**src/hw/rtl/bresenham_line_rasterizer_assert.svh**
```systemverilog
// ----------------------------------------------------------------------------
// Assertion macros for the line rasterizer
// Concurrent assertion wrappers that compile to nothing under synthesis.
// ----------------------------------------------------------------------------
`ifndef BRESENHAM_LINE_RASTERIZER_ASSERT_SVH
`define BRESENHAM_LINE_RASTERIZER_ASSERT_SVH

`ifndef SYNTHESIS

// The consequent must hold in the same cycle as the antecedent.
`define BLR_ASSERT_SAME(label, clk, rst_n, ante, cons) \
  label: assert property (@(posedge clk) disable iff (!rst_n) (ante) |-> (cons)) \
    else $error("rasterizer assertion failed");

// The consequent must hold in the cycle after the antecedent.
`define BLR_ASSERT_NEXT(label, clk, rst_n, ante, cons) \
  label: assert property (@(posedge clk) disable iff (!rst_n) (ante) |=> (cons)) \
    else $error("rasterizer assertion failed");

`else

`define BLR_ASSERT_SAME(label, clk, rst_n, ante, cons)
`define BLR_ASSERT_NEXT(label, clk, rst_n, ante, cons)

`endif

`endif

```
**src/hw/rtl/blr_pkg.sv**
```systemverilog
// ----------------------------------------------------------------------------
// Line rasterizer package
// Request codes and the color width shared by the rasterizer files.
// ----------------------------------------------------------------------------
`default_nettype none

package blr_pkg;

  // Width of the color carried with each line.
  localparam int COLOR_BITS = 24;

  // Request kinds on the input channel.
  typedef enum logic {
    MODE_START = 1'b0,
    MODE_STEP  = 1'b1
  } mode_t;

endpackage

`default_nettype wire

```
**src/hw/rtl/bresenham_line_rasterizer.sv**
```systemverilog
// ----------------------------------------------------------------------------
// Bresenham line rasterizer
// Loads a line from two endpoints and emits one pixel per step request.
// ----------------------------------------------------------------------------
// Usage: the input channel (in_valid/in_ready) takes requests. A start request
// (in_mode = start) loads both endpoints and a color and produces no output.
// A step request produces one pixel on the output channel (out_valid/
// out_ready) while a line is active; the final pixel carries out_last_pixel.
// The far endpoint on the major axis is not drawn, so a line yields |dmajor|
// pixels; a zero-length line and a step with no active line yield nothing.
// A start while a line is active abandons it and loads the new one.
// A pixel appears on the output in the cycle after its step request is taken.
// Throughput: one request per cycle unless the receiver stalls; the single
// result register is the only stage, and a step updates the decision term.
// When the receiver stalls with a pixel pending, in_ready drops until that
// pixel is taken; it stays high while the pixel is being taken.
// Reset (rst_n low, synchronous) leaves the block idle with no pixel pending.
// ----------------------------------------------------------------------------
`default_nettype none

`include "bresenham_line_rasterizer_assert.svh"

module bresenham_line_rasterizer #(
  parameter int COORD_BITS = 10
) (
  input  wire                           clk,
  input  wire                           rst_n,
  // Request channel
  input  wire                           in_valid,
  output logic                          in_ready,
  input  wire                           in_mode,
  input  wire  [COORD_BITS-1:0]         in_start_x,
  input  wire  [COORD_BITS-1:0]         in_start_y,
  input  wire  [COORD_BITS-1:0]         in_end_x,
  input  wire  [COORD_BITS-1:0]         in_end_y,
  input  wire  [blr_pkg::COLOR_BITS-1:0] in_draw_color,
  // Pixel channel
  output logic                          out_valid,
  input  wire                           out_ready,
  output logic [COORD_BITS-1:0]         out_pixel_x,
  output logic [COORD_BITS-1:0]         out_pixel_y,
  output logic [blr_pkg::COLOR_BITS-1:0] out_pixel_color,
  output logic                          out_last_pixel
);

  localparam int CB = COORD_BITS;
  localparam int DW = COORD_BITS + 3;
  localparam logic [CB-1:0] ONE = CB'(1);

  // Line state
  logic [CB-1:0]                  major_pos_r, major_pos_nxt;
  logic [CB-1:0]                  minor_pos_r, minor_pos_nxt;
  logic signed [DW-1:0]           decision_r, decision_nxt;
  logic [CB-1:0]                  pixels_left_r, pixels_left_nxt;
  logic                           minor_neg_r, minor_neg_nxt;
  logic                           y_major_r, y_major_nxt;
  logic [CB:0]                    twice_minor_r, twice_minor_nxt;
  logic [CB:0]                    twice_major_r, twice_major_nxt;
  logic [blr_pkg::COLOR_BITS-1:0] held_color_r, held_color_nxt;
  logic                           busy_r, busy_nxt;

  // Result register
  logic                           out_valid_r, out_valid_nxt;
  logic [CB-1:0]                  pix_x_r, pix_x_nxt;
  logic [CB-1:0]                  pix_y_r, pix_y_nxt;
  logic [blr_pkg::COLOR_BITS-1:0] pix_color_r, pix_color_nxt;
  logic                           pix_last_r, pix_last_nxt;

  logic in_fire;
  logic is_step;
  logic emit;

  // Start setup
  logic [CB:0]          dx_s, dy_s;
  logic [CB-1:0]        neg_dx, neg_dy;
  logic [CB-1:0]        adx, ady;
  logic                 ld_ymaj, ld_swap, ld_neg;
  logic [CB-1:0]        ld_maj0, ld_min0, ld_dmaj, ld_dmin;
  logic signed [DW-1:0] ld_decision;

  // Step arithmetic
  logic                 dec_pos;
  logic signed [DW-1:0] minor_term, major_term;
  logic                 step_last;

  // Handshake: a new request is taken unless a pixel is stuck at the output.
  assign in_ready = !out_valid_r || out_ready;
  assign in_fire  = in_valid && in_ready;
  assign is_step  = (in_mode == blr_pkg::MODE_STEP);
  assign emit     = in_fire && is_step && busy_r;

  // Deltas and their magnitudes.
  assign dx_s   = {1'b0, in_end_x} - {1'b0, in_start_x};
  assign dy_s   = {1'b0, in_end_y} - {1'b0, in_start_y};
  assign neg_dx = -dx_s[CB-1:0];
  assign neg_dy = -dy_s[CB-1:0];
  assign adx    = dx_s[CB] ? neg_dx : dx_s[CB-1:0];
  assign ady    = dy_s[CB] ? neg_dy : dy_s[CB-1:0];

  // Pick the major axis and order the endpoints so the major coordinate rises.
  always_comb begin
    ld_ymaj = (ady >= adx);
    if (ld_ymaj) begin
      ld_swap = (in_start_y > in_end_y);
      ld_maj0 = ld_swap ? in_end_y : in_start_y;
      ld_min0 = ld_swap ? in_end_x : in_start_x;
      ld_dmaj = ady;
      ld_dmin = adx;
      ld_neg  = ld_swap ? (in_end_x > in_start_x) : dx_s[CB];
    end else begin
      ld_swap = (in_start_x > in_end_x);
      ld_maj0 = ld_swap ? in_end_x : in_start_x;
      ld_min0 = ld_swap ? in_end_y : in_start_y;
      ld_dmaj = adx;
      ld_dmin = ady;
      ld_neg  = ld_swap ? (in_end_y > in_start_y) : dy_s[CB];
    end
    ld_decision = $signed({2'b00, ld_dmin, 1'b0}) - $signed({3'b000, ld_dmaj});
  end

  // Decision update for one step.
  assign dec_pos    = !decision_r[DW-1] && (decision_r != '0);
  assign minor_term = $signed({2'b00, twice_minor_r});
  assign major_term = dec_pos ? $signed({2'b00, twice_major_r}) : '0;
  assign step_last  = (pixels_left_r == ONE);

  // Next line state.
  always_comb begin
    major_pos_nxt   = major_pos_r;
    minor_pos_nxt   = minor_pos_r;
    decision_nxt    = decision_r;
    pixels_left_nxt = pixels_left_r;
    minor_neg_nxt   = minor_neg_r;
    y_major_nxt     = y_major_r;
    twice_minor_nxt = twice_minor_r;
    twice_major_nxt = twice_major_r;
    held_color_nxt  = held_color_r;
    busy_nxt        = busy_r;
    if (in_fire && !is_step) begin
      major_pos_nxt   = ld_maj0;
      minor_pos_nxt   = ld_min0;
      decision_nxt    = ld_decision;
      pixels_left_nxt = ld_dmaj;
      minor_neg_nxt   = ld_neg;
      y_major_nxt     = ld_ymaj;
      twice_minor_nxt = {ld_dmin, 1'b0};
      twice_major_nxt = {ld_dmaj, 1'b0};
      held_color_nxt  = in_draw_color;
      busy_nxt        = (ld_dmaj != '0);
    end else if (emit) begin
      if (dec_pos) begin
        minor_pos_nxt = minor_neg_r ? (minor_pos_r - ONE) : (minor_pos_r + ONE);
      end
      decision_nxt    = decision_r - major_term + minor_term;
      major_pos_nxt   = major_pos_r + ONE;
      pixels_left_nxt = pixels_left_r - ONE;
      busy_nxt        = !step_last;
    end
  end

  // Next result register contents.
  always_comb begin
    out_valid_nxt = out_valid_r;
    pix_x_nxt     = pix_x_r;
    pix_y_nxt     = pix_y_r;
    pix_color_nxt = pix_color_r;
    pix_last_nxt  = pix_last_r;
    if (in_fire) begin
      out_valid_nxt = emit;
    end else if (out_ready) begin
      out_valid_nxt = 1'b0;
    end
    if (emit) begin
      pix_x_nxt     = y_major_r ? minor_pos_r : major_pos_r;
      pix_y_nxt     = y_major_r ? major_pos_r : minor_pos_r;
      pix_color_nxt = held_color_r;
      pix_last_nxt  = step_last;
    end
  end

  // Control registers.
  always_ff @(posedge clk) begin
    if (!rst_n) begin
      busy_r      <= 1'b0;
      out_valid_r <= 1'b0;
    end else begin
      busy_r      <= busy_nxt;
      out_valid_r <= out_valid_nxt;
    end
  end

  // Payload registers.
  always_ff @(posedge clk) begin
    major_pos_r   <= major_pos_nxt;
    minor_pos_r   <= minor_pos_nxt;
    decision_r    <= decision_nxt;
    pixels_left_r <= pixels_left_nxt;
    minor_neg_r   <= minor_neg_nxt;
    y_major_r     <= y_major_nxt;
    twice_minor_r <= twice_minor_nxt;
    twice_major_r <= twice_major_nxt;
    held_color_r  <= held_color_nxt;
    pix_x_r       <= pix_x_nxt;
    pix_y_r       <= pix_y_nxt;
    pix_color_r   <= pix_color_nxt;
    pix_last_r    <= pix_last_nxt;
  end

  assign out_valid       = out_valid_r;
  assign out_pixel_x     = pix_x_r;
  assign out_pixel_y     = pix_y_r;
  assign out_pixel_color = pix_color_r;
  assign out_last_pixel  = pix_last_r;

  // An active line always has pixels left to emit.
  `BLR_ASSERT_SAME(a_busy_has_pixels, clk, rst_n, busy_r, pixels_left_r != '0)
  // Emitting the last pixel ends the line.
  `BLR_ASSERT_NEXT(a_last_ends_line, clk, rst_n, emit && step_last, !busy_r)
  // A start request never produces a pixel.
  `BLR_ASSERT_NEXT(a_start_silent, clk, rst_n, in_fire && !is_step, !out_valid_r)
  // A step with no active line produces nothing.
  `BLR_ASSERT_NEXT(a_idle_step_silent, clk, rst_n, in_fire && is_step && !busy_r, !out_valid_r)

endmodule

`default_nettype wire

```
**config.mk**
```make
export PLATFORM = sky130hd
export DESIGN_NAME = bresenham_line_rasterizer
export DESIGN_NICKNAME = d
export VERILOG_FILES = /design/src/hw/rtl/blr_pkg.sv /design/src/hw/rtl/bresenham_line_rasterizer.sv
export VERILOG_INCLUDE_DIRS = /design/src /design/src/hw/rtl
export SDC_FILE = /design/constraint.sdc
export NUM_CORES = 1
export LEC_CHECK = 0
export BUFFER_PORTS_ARGS = -buffer_cell sky130_fd_sc_hd__buf_2
export CORE_ASPECT_RATIO = 2
export CORE_UTILIZATION = 55
export DETAILED_ROUTE_END_ITERATION = 7
export GPL_TIMING_DRIVEN = 0
export PLACE_DENSITY = 0.73
export SYNTH_ARGS = -nofsm -noshare
export SYNTH_HDL_FRONTEND = slang
export SYNTH_SLANG_ARGS = --single-unit
```
**constraint.sdc**
```tcl
create_clock -name clk -period 19.4 [get_ports clk]
set_input_delay 0.97 -clock clk [delete_from_list [all_inputs] [get_ports clk]]
set_output_delay 0.97 -clock clk [all_outputs]
set_load 0.01 [all_outputs]
```
## Word-level counts from Yosys, hierarchy flattened

Cells that the tools add are included.

- Bits in registers: 136
- Input port bits: 69
- Output and inout port bits: 47
- Logic and storage cells: 78

- Equality and inequality tests: 1
- $lt $le $gt $ge: 5
- Reductions and logical operators: 16
- Multiplexer cells: 30
- Add/sub/neg operators: 11

Operators with widths:

| kind | count |
|---|---|
| $mux 10 | 20 |
| $gt 10x10->1 | 4 |
| $mux 13 | 2 |
| $sub 10x10->11 | 2 |
| $add 10x1->10 const B | 2 |
| $neg 10->10 | 2 |
| $sub 10x1->10 const B | 2 |
| $add 13x12->13 | 1 |
| $reduce_bool 13->1 | 1 |
| $sub 13x12->13 | 1 |
| $sub 11x10->12 | 1 |
| $mux 11 | 1 |
| $eq 10x1->1 const B | 1 |
| $ge 10x10->1 | 1 |
| $reduce_bool 10->1 | 1 |
| $mux 1 | 7 |
| $reduce_bool 2->1 | 3 |
| $logic_and 1x1->1 | 5 |
| $logic_not 1->1 | 4 |
| $reduce_and 2->1 | 1 |
| $logic_or 1x1->1 | 1 |

## Logic depth before layout (Yosys ltp)

Gate-level depths: netlist of the first run.

- Word-level depth: 7
- Mapped depth: 35
- Depth with buffers taken out: 33

## Least setup slack after synthesis of the first run

OpenSTA, ideal clock, no wires.

- Kind: input to register
- Start: in in_start_y[5]
- End: reg decision_r[10], data pin
- Slack: 12.469 ns
- Path buffers: 4
- Cell stages on the path: 33
- Setup time: 0.268 ns
- Data arrival time: 6.664 ns
- Data required time: 19.132 ns
- Cell sequence: inv_1 -> ha_1 -> clkbuf_1 -> a211oi_1 -> nor2_1 -> o31a_1 -> o21ai_0 -> nand2_1 -> o21ai_0 -> inv_1 -> ha_1 -> a21o_1 -> a21o_1 -> a21oi_1 -> o21ai_0 -> a221o_1 -> maj3_1 -> buf_4 -> buf_2 -> buf_2 -> mux2i_1 -> ha_1 -> nor2b_1 -> o21ai_0 -> a21oi_1 -> o21ai_0 -> a21boi_0 -> o21ai_0 -> nand2b_1 -> a21o_1 -> a21oi_1 -> xnor2_1 -> mux2i_1

- Word-level cells in the longest chain between the ends: 7

Ends and longest elaborated chain:

| element | line | RTL |
|---|---|---|
| start: declaration | bresenham_line_rasterizer.sv:33 | `input wire [COORD_BITS-1:0] in_start_y,` |
| $sub 10x10->11 (*) | bresenham_line_rasterizer.sv:94 | `assign dy_s = {1'b0, in_end_y} - {1'b0, in_start_y};` |
| $neg 10->10 | bresenham_line_rasterizer.sv:96 | `assign neg_dy = -dy_s[CB-1:0];` |
| $mux 10 (*) | bresenham_line_rasterizer.sv:98 | `assign ady = dy_s[CB] ? neg_dy : dy_s[CB-1:0];` |
| $ge 10x10->1 | bresenham_line_rasterizer.sv:102 | `ld_ymaj = (ady >= adx);` |
| $mux 10 (*) | bresenham_line_rasterizer.sv:103 | `if (ld_ymaj) begin` |
| net ld_dmin[1] | bresenham_line_rasterizer.sv:78 | `logic [CB-1:0] ld_maj0, ld_min0, ld_dmaj, ld_dmin;` |
| $sub 11x10->12 (*) | bresenham_line_rasterizer.sv:118 | `ld_decision = $signed({2'b00, ld_dmin, 1'b0}) - $signed({3'b000, ld_dmaj});` |
| $mux 13 (*) | bresenham_line_rasterizer.sv:139 | `if (in_fire && !is_step) begin` |
| net decision_nxt[10] | bresenham_line_rasterizer.sv:53 | `logic signed [DW-1:0] decision_r, decision_nxt;` |
| end signal: assignment | bresenham_line_rasterizer.sv:196 | `decision_r <= decision_nxt;` |
| end: declaration | bresenham_line_rasterizer.sv:53 |  |

Mark *: on every way through the listed nets, which the timed path passes. The rest lies on a longest branch.
A chain may end at the register's enable or synchronous reset.

## Final worst setup path of the first run

- Start: in in_start_x[5]
- End: reg decision_r[10], data pin

- Word-level cells in the longest chain between the ends: 7

Ends and longest elaborated chain:

| element | line | RTL |
|---|---|---|
| start: declaration | bresenham_line_rasterizer.sv:32 | `input wire [COORD_BITS-1:0] in_start_x,` |
| $sub 10x10->11 (*) | bresenham_line_rasterizer.sv:93 | `assign dx_s = {1'b0, in_end_x} - {1'b0, in_start_x};` |
| $neg 10->10 | bresenham_line_rasterizer.sv:95 | `assign neg_dx = -dx_s[CB-1:0];` |
| $mux 10 (*) | bresenham_line_rasterizer.sv:97 | `assign adx = dx_s[CB] ? neg_dx : dx_s[CB-1:0];` |
| $ge 10x10->1 | bresenham_line_rasterizer.sv:102 |  |
| $mux 10 (*) | bresenham_line_rasterizer.sv:103 |  |
| net ld_dmin[1] | bresenham_line_rasterizer.sv:78 |  |
| $sub 11x10->12 (*) | bresenham_line_rasterizer.sv:118 |  |
| $mux 13 (*) | bresenham_line_rasterizer.sv:139 |  |
| net decision_nxt[10] | bresenham_line_rasterizer.sv:53 |  |

Marked as above.

==> results of run 1 <==
## layer usage
metal / routed length, um / global-route usage [%]
met5: 0 / 0
met4: 1320 / 17.5
met3: 1160 / 4.29
met2: 13600 / 56.3
met1: 8790 / 30.5
## cells by family (layout without fill, tap and decap cells)
family	Yosys count	count (layout)
and+or+nand+nor	251	251
AOI/OAI and AO/OA	218	218
buffers and inverters	144	292
DFF	136	136
adders and majority gates	77	77
xor gates and xnor gates	57	57
muxes	41	41
## cells in the final DEF (no fill, tap or decap), types with 20 or more instances in the layout
cell	netlist	final
ha_1	61	61
a21oi_1	56	55
xor2_1	28	28
o21ai_0	65	65
edfxtp_1	134	134
mux2_2	20	20
xnor2_1	29	29
o211ai_1	23	23
nand2_1	73	73
buf_2	8	123
inv_1	114	113
mux2i_1	21	21
nor2_1	58	58
## worst max-delay path, delay by kind of cell
kind | cells | cell delay (ps)
xor+xnor | 1 | 140
mux | 2 | 400
fa+ha+maj | 4 | 1330
compound gates | 17 | 3800
buf+inv | 6 | 920
simple gates | 3 | 550
## cell type report
| cell class | count | area (um2) | area share (%) |
|---|---|---|---|
| Multi-Input combinational cell | 644 | 4640 | 43.2 |
| Sequential cell | 136 | 4060 | 37.8 |
| Timing Repair Buffer | 117 | 623 | 5.79 |
| Clock buffer | 19 | 433 | 4.03 |
| Inverter | 114 | 428 | 3.98 |
| Tap cell | 204 | 255 | 2.37 |
| Clock inverter | 12 | 174 | 1.62 |
| Buffer | 30 | 135 | 1.26 |
## power breakdown
group / total, W / internal, W / switching, W / leakage [nW]
sequential: 0.000422 / 0.000398 / 0.0000241 / 1.26
combinational: 0.000821 / 0.000328 / 0.000493 / 3.03
clock: 0.000335 / 0.000214 / 0.000121 / 0.289
total: 0.00158 / 0.000940 / 0.000639 / 4.58
## how the worst min path moves through the flow
stage,startpoint,to,slack [ps]
finish,held_color_r[21],out_pixel_color[21],420
global route,held_color_r[20],out_pixel_color[20],430
CTS,held_color_r[18],out_pixel_color[18],420
detailed placement,held_color_r[16],out_pixel_color[16],400
global placement,held_color_r[15],out_pixel_color[15],400
floorplan,held_color_r[0],out_pixel_color[0],400
## stage by stage
stage               util, %  cell area (um2)  hold WS, ps  instances
detailed placement     62.1            10100          405       1245
CTS                    65.8            10800          420       1276
finish                 65.8            10800          420       1276
floorplan                 -             9260          400        924
global route           65.8            10800          434       1276
global placement       61.7            10100          400       1243
==> flow_summary_export.csv, run 1 <==
group,metric,value,unit
status,status,"complete, no violations",
worst_hold_path,hold_path_depth,0,
cells_and_area,syn_to_final_growth,16.2,%
worst_setup_path,cp-end-kind,"flip-flop",
yosys,synth_ff_type,"edfxtp_1",
cells_and_area,nNetsFinal,1205,
yosys,seq_area_frac_synth,43.9,%
sta,final.setup_skew,8.02,ps
global_route,grt_remaining_overflow,0,
die,core,0.0164,mm2
yosys,synth_edf_count,134,
place,port_buffers,115,
detailed_routing,vias,7546,
yosys,synth.most_common_cell,"edfxtp_1",
detailed_routing,wl_per_cell,19.5,um
worst_setup_path,critPathRequiredTime,19550,ps
worst_setup_path,r2r-start,"decision_r[8]",
global_route,grt_usage,29.9,%
cts,htree_levels,4,
power,p_per_area,147,mW/mm2
cts,cts_setup_buffers,0,
yosys,netlist.area_leader.share,43.5,%
worst_setup_path,crit_fanout,10,
cts,ctsHoldBuffers,0,
yosys,syn_inst,924,
sta,rsz0062_at_grt,"no",
cells_and_area,drive_gt1_share,17.4,%
worst_setup_path,cp_slowest_cell,"o21ai_0",
sta,worst_pin_slew,1140,ps
sta,finalSetupViolCount,0,
global_route,grt_pass1_wl,38800,um
yosys,synth_compound_area_share,14.7,%
yosys,syn-mean-instance-area,10.0,um2
yosys,netlist_area,0.00926,mm2
die,initial_utilization,56.6,%
yosys,synth.area.top_cells,"edfxtp_1 43%, ha_1 8.2%, inv_1 4.6%",
yosys,synth_top_family_by_area,"compound AO/OA/AOI/OAI gates",
job,cap_viol_max_count,0,
sta,setup-tns-final,0,ps
sta,max_freq,125,MHz
global_route,grt_max_degree,47,
sta,max_slew_margin,23.8,%
cts,clockRootBuffer,"clkbuf_16",
place,dp_slack,11090,ps
yosys,synthAdderAreaFrac,11.6,%
die,die_width,93.7,um
yosys,yosysWarnings,0,
power,max-vdd-ir-drop,0.0705,mV
sta,fin_ws,11410,ps
cells_and_area,n_antenna_cell,0,
cells_and_area,nFillCells,1356,
yosys,yosys.area.top_type,"edfxtp_1",
yosys,synth.distinct_cells,60,
worst_setup_path,startpoint,"in_start_x[5]",
cts,cts_tree,"done",
worst_setup_path,cp_common_cell,"o21ai_0",
detailed_routing,antenna_left,0,
yosys,synth_seq_cells,136,
cts,cts_buffer_depth,2,
die,fp.dieArea,0.0174,mm2
worst_setup_path,reg2reg_slack,14630,ps
global_route,first_global_vias,7603,
detailed_routing,drc,0,
power,power,0.00158,W
yosys,muxShareOfSynthArea,4.70,%
die,io_pins,116,
cts,insertion_delay,420,ps
detailed_routing,via_per_inst,5.91,
cts,cts.reportedPaths.clkPinSlew,60,ps
yosys,synth_simple_gate_area_share,13.6,%
global_route,antenna_found_initial,0,
detailed_routing,drt_iter0_markers,462,
yosys,synthArstFlopShare,0,%
worst_setup_path,crit_end,"decision_r[10]",
die,rows,66,
place,dpl.hpwl,19600,um
cts,numCtsBuffers,17,
detailed_routing,drt_wl_total,24900,um
cts,postCtsResizedCells,0,
sta,period_share,41.2,%
worst_setup_path,path_class,"input port to flip-flop",
place,gp_congestion,1.02,
die,dieHeight,185,um
sta,hold_viol,0,
worst_setup_path,reg2reg_depth,18,
worst_setup_path,timing.rr.end,"decision_r[10]",
sta,drv_slew,0,
worst_setup_path,worstPathArrival,8140,ps
worst_hold_path,hold_class,"flip-flop to flip-flop",
power,p_leak,4.58,nW
detailed_routing,first_pass_iters,5,
worst_setup_path,critical_path.startpoint_type,"input port",
worst_setup_path,critPathMaxStageDelay,510,ps
yosys,synth_fp_nets,1069,
sta,period_needed,7990,ps
yosys,yosys-top-cells-count,"134 x edfxtp_1, 114 x inv_1, 73 x nand2_1",
cts,clkSinkCount,136,
yosys,synthXorXnorAreaFrac,5.39,%
No activity file was read; power rests on OpenSTA's default activity.
==> inputs of run 2 (changes only) <==
ABC_AREA = 1   (was unset)
clock period = 7.6 ns   (was 19.4 ns; I/O delays follow)
==> flow_summary_export.csv, run 2 <==
group,metric,value,unit
status,status,"complete, no violations",
cts,cts_setup_buffers,0,
yosys,synth.distinct_cells,50,
detailed_routing,first_pass_iters,6,
job,cap_viol_max_count,0,
worst_setup_path,timing.rr.end,"decision_r[11]",
sta,setup-tns-final,0,ps
global_route,grt_max_degree,46,
sta,max_freq,161,MHz
detailed_routing,m1WireLength,8910,um
global_route,antenna_found_initial,0,
sta,period_needed,6210,ps
worst_setup_path,cp_slowest_cell,"fa_1",
yosys,synth.area.top_cells,"edfxtp_1 42%, nand2_1 11%, inv_1 8.0%",
worst_setup_path,path_class,"input port to flip-flop",
place,dpl.hpwl,20800,um
cts,cts_buffer_depth,3,
cells_and_area,drive_gt1_share,15.0,%
sta,drv_slew,0,
die,initial_utilization,55.8,%
yosys,synth_fp_nets,1324,
cells_and_area,nNetsFinal,1469,
yosys,synth_seq_cells,136,
worst_setup_path,reg2reg_depth,24,
detailed_routing,drt_wl_total,26600,um
die,die_width,95.4,um
worst_setup_path,cp_common_cell,"nor2_1",
global_route,grt_pass1_wl,41600,um
worst_setup_path,reg2reg_slack,3100,ps
cts,cts.reportedPaths.clkPinSlew,60,ps
cts,postCtsResizedCells,0,
cells_and_area,syn_to_final_growth,16.5,%
sta,period_share,81.8,%
worst_setup_path,r2r-start,"decision_r[1]",
worst_setup_path,cp-end-kind,"flip-flop",
global_route,first_global_vias,8488,
detailed_routing,vias,8493,
detailed_routing,wl_met3,1080,um
global_route,grt_usage,30.8,%
yosys,syn-mean-instance-area,8.13,um2
cells_and_area,final_common_cell,"nand2_1",
cells_and_area,fin_area,0.0112,mm2
cts,cts_tree,"done",
global_route,grt_remaining_overflow,0,
sta,max_slew_margin,39.1,%
place,gp_congestion,0.964,
worst_hold_path,hold_class,"input port to flip-flop",
detailed_routing,wl_per_cell,17.3,um
place,port_buffers,115,
sta,finalSetupViolCount,0,
yosys,synth.most_common_cell,"nand2_1",
die,core,0.0172,mm2
cts,htree_levels,4,
detailed_routing,wl_met2,14400,um
yosys,synth_ff_type,"edfxtp_1",
sta,hold_viol,0,
power,p_leak,5.37,nW
cts,clockRootBuffer,"clkbuf_16",
detailed_routing,drc,0,
detailed_routing,top_layer,"met4",
yosys,yosys-top-cells-count,"271 x nand2_1, 205 x inv_1, 134 x edfxtp_1",
cells_and_area,register_area,0.00406,mm2
worst_setup_path,crit_fanout,10,
die,io_pins,116,
cts,clkSinkCount,136,
power,max-vdd-ir-drop,0.157,mV
yosys,seq_area_frac_synth,42.4,%
cells_and_area,layout.cells.most_common_list,"271 x nand2_1, 204 x inv_1, 134 x edfxtp_1",
worst_setup_path,critPathRequiredTime,7900,ps
power,p_per_area,364,mW/mm2
yosys,netlist.area_leader.share,42.0,%
cts,numCtsBuffers,25,
sta,final.setup_skew,13.7,ps
sta,worst_pin_slew,912,ps
die,fp.dieArea,0.0180,mm2
detailed_routing,via_per_inst,5.52,
yosys,synthArstFlopShare,0,%
die,rows,68,
power,power,0.00406,W
die,dieHeight,189,um
yosys,syn_inst,1179,
detailed_routing,drt_iter0_markers,421,
yosys,synth_edf_count,134,
sta,timing.hold.ws,81.6,ps
yosys,yosys.area.top_type,"edfxtp_1",
detailed_routing,antenna_left,0,
worst_setup_path,critPathMaxStageDelay,640,ps
cts,insertion_delay,460,ps
worst_hold_path,worstHoldStart,"in_draw_color[3]",
worst_hold_path,worstHoldEndpoint,"held_color_r[3]",
cells_and_area,n_antenna_cell,0,
place,dpl_cell_area,0.0105,mm2
cts,ctsHoldBuffers,0,
worst_hold_path,hold_path_depth,1,
yosys,netlist_area,0.00959,mm2
cells_and_area,utilization,65.0,%
worst_setup_path,worstPathArrival,6510,ps
worst_setup_path,critical_path.startpoint_type,"input port",
sta,rsz0062_at_grt,"no",
cells_and_area,nFillCells,1497,
cells_and_area,multi_input_area,0.00456,mm2
yosys,yosysWarnings,0,
==> run 2: cell types whose count changed after synthesis, sizes merged, moves of 14 or more <==
cell and change:
o21ai +33, nand3 +47, mux2i -21, xnor2 -22
mux2 -20, and2 -14, inv +101, nor2 +56
nand2 +214, nand2b -15, a211oi -16
==> run 2: how the worst max path moves through the flow <==
stage	startpoint	end	cells after the start
3_3_place_gp	in_end_x[0]	decision_r[10]	39
6_report	in_end_x[0]	decision_r[10]	41
2_1_floorplan	in_end_x[0]	decision_r[10]	38
4_1_cts	in_end_x[0]	decision_r[10]	41
3_5_place_dp	in_end_x[0]	decision_r[10]	39
5_1_grt	in_end_x[0]	decision_r[10]	39
==> run 2: through the flow <==
stage	worst slack [ps]	cells
6_report	1390	1539
5_1_grt	877	1539
3_5_place_dp	1050	1507
4_1_cts	1500	1539
2_1_floorplan	2260	1179
3_3_place_gp	1140	1504
==> run 2: logic make-up (layout without fill, tap and decap cells) <==
family / count (synthesis) / count (layout) / share of synthesized area, %
AO/OA/AOI/OAI: 200 / 200 / 12.0
AND/OR/NAND/NOR: 493 / 493 / 21.9
adder cells (fa/ha/maj): 76 / 76 / 11.1
buffers and inverters: 246 / 396 / 10.0
XOR/XNOR: 28 / 28 / 2.56
flip-flops: 136 / 136 / 42.4
==> run 2: routing by layer <==
metal	global-route usage [%]	vias up
met3	3.31	135
met1	29.2	3858
met4	24.2	0
met2	57.0	339
li1	-	4161
met5	0	-
==> run 2: worst max-delay path: cells and delay by family <==
kind,cells,cell delay [ps]
compound gates,9,1460
xor+xnor,1,380
fa+ha+maj,4,1480
buf+inv,7,780
simple gates,20,1990
==> run 2: power by group <==
group | leakage, nW | switching [W] | internal, W | total, W
combinational | 3.77 | 0.00132 | 0.000739 | 0.00206
sequential | 1.27 | 0.0000573 | 0.00101 | 0.00107
clock | 0.334 | 0.000322 | 0.000617 | 0.000939
total | 5.37 | 0.00170 | 0.00237 | 0.00406
==> run 2: layout make-up <==
class | instances | share of cell area, %
Buffer | 30 | 1.31
Clock buffer | 26 | 5.64
Clock inverter | 6 | 0.493
Inverter | 216 | 7.31
Multi-Input combinational cell | 797 | 40.8
Sequential cell | 136 | 36.4
Tap cell | 210 | 2.35
Timing Repair Buffer | 118 | 5.65
==> inputs of run 3 (changes only) <==
CORE_UTILIZATION = 54   (was 55)
PLACE_DENSITY = 0.75   (was 0.73)
clock period = 5.28 ns   (was 7.6 ns; I/O delays follow)
==> flow_summary_export.csv, run 3 (synthesis results as in run 2) <==
group,metric,value,unit
cts,insertion_delay,470,ps
sta,max_slew_margin,41.1,%
worst_setup_path,path_class,"input port to flip-flop",
sta,worst_pin_slew,882,ps
worst_setup_path,critical_path.startpoint_type,"input port",
cts,clockRootBuffer,"clkbuf_16",
die,rows,68,
global_route,grt_usage,30.2,%
cells_and_area,instances_no_fill,1605,
worst_setup_path,critPathRequiredTime,5480,ps
worst_setup_path,reg2reg_slack,800,ps
worst_setup_path,startpoint,"in_start_x[2]",
cells_and_area,fin_area,0.0122,mm2
detailed_routing,antenna_left,0,
sta,drv_slew,0,
worst_setup_path,crit_fanout,8,
job,cap_viol_max_count,0,
cts,cts.reportedPaths.clkPinSlew,60,ps
die,initial_utilization,55.5,%
detailed_routing,via_per_inst,5.50,
cells_and_area,layout.cells.most_common_list,"257 x nand2_1, 185 x inv_1, 134 x edfxtp_1",
global_route,antenna_found_initial,0,
detailed_routing,drt_iter0_markers,530,
place,gp_congestion,0.976,
worst_setup_path,cp_common_cell,"nor2_1",
power,p_per_area,520,mW/mm2
die,fp.dieArea,0.0183,mm2
sta,max_freq,193,MHz
place,dp_slack,-1210,ps
worst_setup_path,timing.rr.end,"decision_r[11]",
place,port_buffers,115,
die,core,0.0173,mm2
cells_and_area,drive_gt1_share,23.5,%
cts,numCtsBuffers,25,
sta,fin_ws,91.2,ps
power,p_leak,5.71,nW
cells_and_area,n_antenna_cell,0,
power,max-vdd-ir-drop,0.252,mV
detailed_routing,vias,8830,
die,io_pins,116,
worst_setup_path,r2r-start,"decision_r[5]",
worst_hold_path,worstHoldEndpoint,"out_valid",
detailed_routing,first_pass_iters,5,
worst_setup_path,worstPathArrival,5390,ps
sta,finalSetupViolCount,0,
cts,cts_buffer_depth,3,
cts,htree_levels,4,
worst_setup_path,cp_slowest_cell,"fa_2",
cells_and_area,nNetsFinal,1534,
worst_setup_path,reg2reg_depth,24,
worst_hold_path,worstHoldStart,"rst_n",
sta,period_share,98.3,%
detailed_routing,drc,0,
sta,period_needed,5190,ps
status,status,"complete, no violations",
cts,clkSinkCount,136,
worst_hold_path,hold_path_depth,3,
global_route,grt_remaining_overflow,0,
detailed_routing,wl_per_cell,17.1,um
worst_hold_path,hold_class,"input port to flip-flop",
sta,hold_viol,0,
worst_setup_path,cp-end-kind,"flip-flop",
worst_setup_path,critPathMaxStageDelay,410,ps
cells_and_area,syn_to_final_growth,27.5,%
sta,final.setup_skew,15.9,ps
die,die_width,96.2,um
detailed_routing,drt_wl_total,27400,um
global_route,grt_max_degree,46,
cells_and_area,final_common_cell,"nand2_1",
place,dpl_cell_area,0.0105,mm2
die,dieHeight,190,um
global_route,grt_pass1_wl,41400,um
place,dp.cells,1507,
cts,cts_tree,"done",
global_route,first_global_vias,8663,
place,dpl.hpwl,20500,um
## run 3: critical path: cells and delay by family
kind            cells  cell delay (ps)
compound gates      9             1090
xor+xnor            1              290
fa+ha+maj           3              910
buf+inv             7              680
simple gates       21             2120
## run 3: stage by stage
| step | TNS, ps | total power (W) | hold WS (ps) | util (%) |
|---|---|---|---|---|
| floorplan | 0 | 0.00373 | 363 | - |
| global placement | -5550 | 0.00437 | 402 | 60.4 |
| detailed placement | -6540 | 0.00446 | 405 | 60.7 |
| CTS | 0 | 0.00604 | 34.3 | 67.2 |
| global route | -207 | 0.00683 | 48.5 | 70.7 |
| finish | 0 | 0.00635 | 46.0 | 70.7 |
## run 3: worst max path at each step
stage / end / slack (ps) / cells after the start
after detailed placement: decision_r[10] / -1210 / 41
after CTS: decision_r[10] / 6 / 40
after global routing: decision_r[10] / -210 / 42
after global placement: decision_r[10] / -1080 / 39
final: decision_r[10] / 90 / 41
after floorplan: decision_r[10] / 50 / 38
## run 3: timing repair
| action | 4_1_cts | 5_1_grt |
|---|---|---|
| endpoints found under the hold margin | 24 | 0 |
| gates resized for setup | 27 | 114 |
| pin swaps | 17 | 46 |
| endpoints found under the setup margin | 8 | 5 |
| buffers inserted | 19 | 23 |
| hold buffers | 24 | 0 |
## run 3: layout make-up
class / instances / area [um2]
timing repair buffer: 184 / 1200
inverter: 216 / 830
fill: 1355 / 5050
buffer: 29 / 178
clock buffer: 30 / 654
sequential: 136 / 4060
multi-input combinational: 797 / 5010
clock inverter: 3 / 13.8
tap: 210 / 263
## run 3: per-layer routing
metal	vias to the layer above	wire length, um	part of all wire (%)	track usage [%]
li1	4292	-	-	-
met1	4057	9270	34	29.3
met2	350	14600	53	55.0
met3	131	1200	4.4	3.87
met4	0	2360	8.6	23.8
met5	-	0	0	0
## run 3: power by group
group          switching [W]  total (W)  internal (W)
registers          0.0000827    0.00154       0.00145
logic                0.00210    0.00351       0.00141
clock network       0.000450    0.00131      0.000857
total                0.00263    0.00635       0.00372
